$ cat src/design/apsp_ram.sv
// ----------------------------------------------------------------------------
// apsp_ram: generic single-port-write, single-port-read RAM
// One write and one read per cycle; the read data is registered.
// ----------------------------------------------------------------------------
module apsp_ram #(
  parameter int WIDTH = 8,
  parameter int DEPTH = 16
) (
  input  logic                     clk,
  input  logic                     wr_en,
  input  logic [$clog2(DEPTH)-1:0] wr_addr,
  input  logic [WIDTH-1:0]         wr_data,
  input  logic [$clog2(DEPTH)-1:0] rd_addr,
  output logic [WIDTH-1:0]         rd_data
);

  logic [WIDTH-1:0] mem [DEPTH];

  // Write port and registered read port.
  always_ff @(posedge clk) begin
    if (wr_en) begin
      mem[wr_addr] <= wr_data;
    end
    rd_data <= mem[rd_addr];
  end

endmodule

$ cat config.mk
export PLATFORM = sky130hd
export DESIGN_NAME = apsp_ram
export DESIGN_NICKNAME = d
export VERILOG_FILES = /design/src/design/apsp_ram.sv
export SDC_FILE = /design/constraint.sdc
export NUM_CORES = 1
export LEC_CHECK = 0
export BUFFER_PORTS_ARGS = -buffer_cell sky130_fd_sc_hd__buf_2
export CAP_MARGIN = 15
export CORE_UTILIZATION = 55
export CTS_CLUSTER_SIZE = 28
export DETAILED_ROUTE_END_ITERATION = 6
export PLACE_DENSITY = 0.73
export SYNTH_ARGS = -nofsm -noshare
export SYNTH_HDL_FRONTEND = slang
export SYNTH_SLANG_ARGS = --single-unit
export TNS_END_PERCENT = 100
$ cat constraint.sdc
create_clock -name clk -period 4.8 [get_ports clk]
set_input_delay 0.96 -clock clk [delete_from_list [all_inputs] [get_ports clk]]
set_output_delay 0.96 -clock clk [all_outputs]
set_load 0.02 [all_outputs]
==> impl_metrics.yaml <==
setup_path:
  critPathArrivalTime_ns: 2.83
  worstPathMaxFanout: 32
  worstPathRequired_ns: 5.18
  cpPeakStageDelay_ns: 0.78
  critPathSlowestCell: "buf_2"
  worstSetupPathType: "in2reg"
  start_kind: "input pin"
  r2r_slack_ns: 3.38
  cp-end-kind: "register"
  crit_chain: "buf_2, mux4_2, a22oi_1, nand2_1"
clock_tree:
  clk_latency_ns: 0.51
  clock-sinks: 136
  cts_setup_buffers: 0
  cts_resized: 0
  holdBufCountCts: 0
  clkSlewWorstSetupHoldPaths_ns: 0.06
  cts_tree: "built"
  clock-root-buffer: "clkbuf_8"
  htree_levels: 4
  clock_path_buffers: 2
  numCtsBuffers: 17
detailed_routing:
  firstDrtPassIters: 6
  drc: 0
  drtIter0Drc: 264
  vias_per_cell: 6.30
  wire_per_inst_um: 25.2
  wirelength_um: 9710
  ant_nets: 0
  vias: 2433
logic_synthesis:
  synth_edf_count: 128
  ys_seq_elements: 136
  syn_nets: 247
  ys_seq_area_share_pct: 77.8
  syn_area_um2: 5150
  syn-instance-count: 229
  synth_ff_type: "edfxtp_1"
  synthArstFlopShare_pct: 0
  yosys_warnings: 0
  synthDistinctLibCells: 19
  synth.avg_cell_area_um2: 22.5
timing:
  finalSetupViolCount: 0
  slew_headroom_pct: 29.5
  post-route-min-period_ns: 2.45
  finalHoldViolations: 0
  fin_skew_ns: 0.00864
  tightest_slew_ns: 1.06
  fmax_ghz: 0.408
  finalMaxSlewViolations: 0
  rsz0062_at_grt: "false"
  setup_tns_ns: 0
  timing.final.crit_share_pct: 51.0
  setup_slack_ns: 2.35
pwr:
  leakage_nw: 1.97
  ir_drop_mv: 0.252
  power_density_nw_per_um2: 457
global_route:
  antenna_found_initial: 0
  overflow: 0
  grt_pass1_wl_um: 14700
  grt_pass1_vias: 2438
  grt_max_degree: 33
  track_usage_pct: 22.2
job:
  max-cap-violations: 0
die:
  rows: 34
  die_y_um: 98.7
  dieArea_um2: 9750
  ios: 26
  coreArea_um2: 8890
  die-width_um: 98.7
  initial_core_util_pct: 57.9
run_status:
  outcome: "complete, no violations"
layout:
  fin_util_pct: 66.6
  n_antenna_cell: 0
  final_nets: 283
  nFillCells: 555
  final_cells: 386
  final_layout_size_suffix_gt1_share_pct: 27.3
  area_growth_pct: 15.1
hold_path:
  hold_class: "reg2reg"
place:
  io_buffers: 25
  dp_slack_ns: 1.80
  gp_congestion: 0.788
  dp_cells: 354
  dp_hpwl_um: 5830
-- placed cells by master, fill, tap and decap left out, drive strengths merged --
master,n
clkinv,4
nand2,9
and2b,1
or3b,1
clkinvlp,6
clkbuf,19
mux4,32
a22oi,16
nor3,4
nand2b,2
nor2b,1
nand3,1
buf,27
edfxtp,128
bufinv,3
nor2,13
dfxtp,8
and2,1
nand3b,2
-- registers in the layout (all words and copies together), names as in the netlist --
signal	flops
mem	128
rd_data	8
-- report_power, final --
part           internal [mW]  switching, mW  leakage, nW
clock                  0.786          0.462        0.261
combinational         0.0476         0.0757        0.483
sequential              1.33        0.00867         1.22
-- path summary, 6_finish.rpt --
kind              start    endpoint  cells past startpoint
min reg2reg  mem[14][5]  rd_data[5]                      3
max reg2reg   mem[8][7]  rd_data[7]                      3
min          mem[14][5]  rd_data[5]                      3
max          rd_addr[0]  rd_data[7]                      4
-- cells by family (layout without fill, tap and decap cells) --
logic type | Yosys count | after routing | synth area share [%]
AOI/OAI and AO/OA | 16 | 16 | 2.33
buffers and inverters | 10 | 59 | 1.68
DFF | 136 | 136 | 77.8
muxes | 32 | 32 | 15.0
and+or+nand+nor | 35 | 35 | 3.18
-- synth_stat cells (all sizes together), types with 2 or more instances --
library cell     n  area, µm²
a22oi           16        120
buf              7       56.3
clkdlybuf4s25    3       30.0
dfxtp            8        160
edfxtp         128       3840
mux4            32        773
nand2            9       33.8
nand2b           2       12.5
nand3b           2       15.0
nor2            13       48.8
nor3             4       20.0
-- per-layer routing --
metal,track usage [%],wire length [µm],up-vias
li1,-,-,1046
met1,31.7,4260,1262
met2,33.5,4660,115
met3,5.46,635,10
met4,9.41,157,0
met5,0,0,-
-- metrics by stage --
stage / hold slack [ns] / power, mW / cell area, µm²
floorplan: 0.629 / 1.44 / 5150
global placement: 0.650 / 1.48 / 5340
CTS: 0.669 / 2.72 / 5920
detailed placement: 0.655 / 1.49 / 5350
global route: 0.708 / 2.79 / 5920
finish: 0.667 / 2.71 / 5920
-- cell type report --
cell class / count / area, µm² / share of cell area [%]
timing repair buffer: 27 / 140 / 2.37
clock inverter: 13 / 156 / 2.64
clock buffer: 19 / 422 / 7.12
sequential: 136 / 4000 / 67.6
multi-input combinational: 83 / 1070 / 18.0
tap: 108 / 135 / 2.28
-- worst max-delay path: cells and delay by family --
kind	cells	cell delay, ns
buf+inv	1	0.78
mux	1	0.61
compound gates	1	0.35
simple gates	1	0.10
No activity file was read; power rests on OpenSTA's default activity.
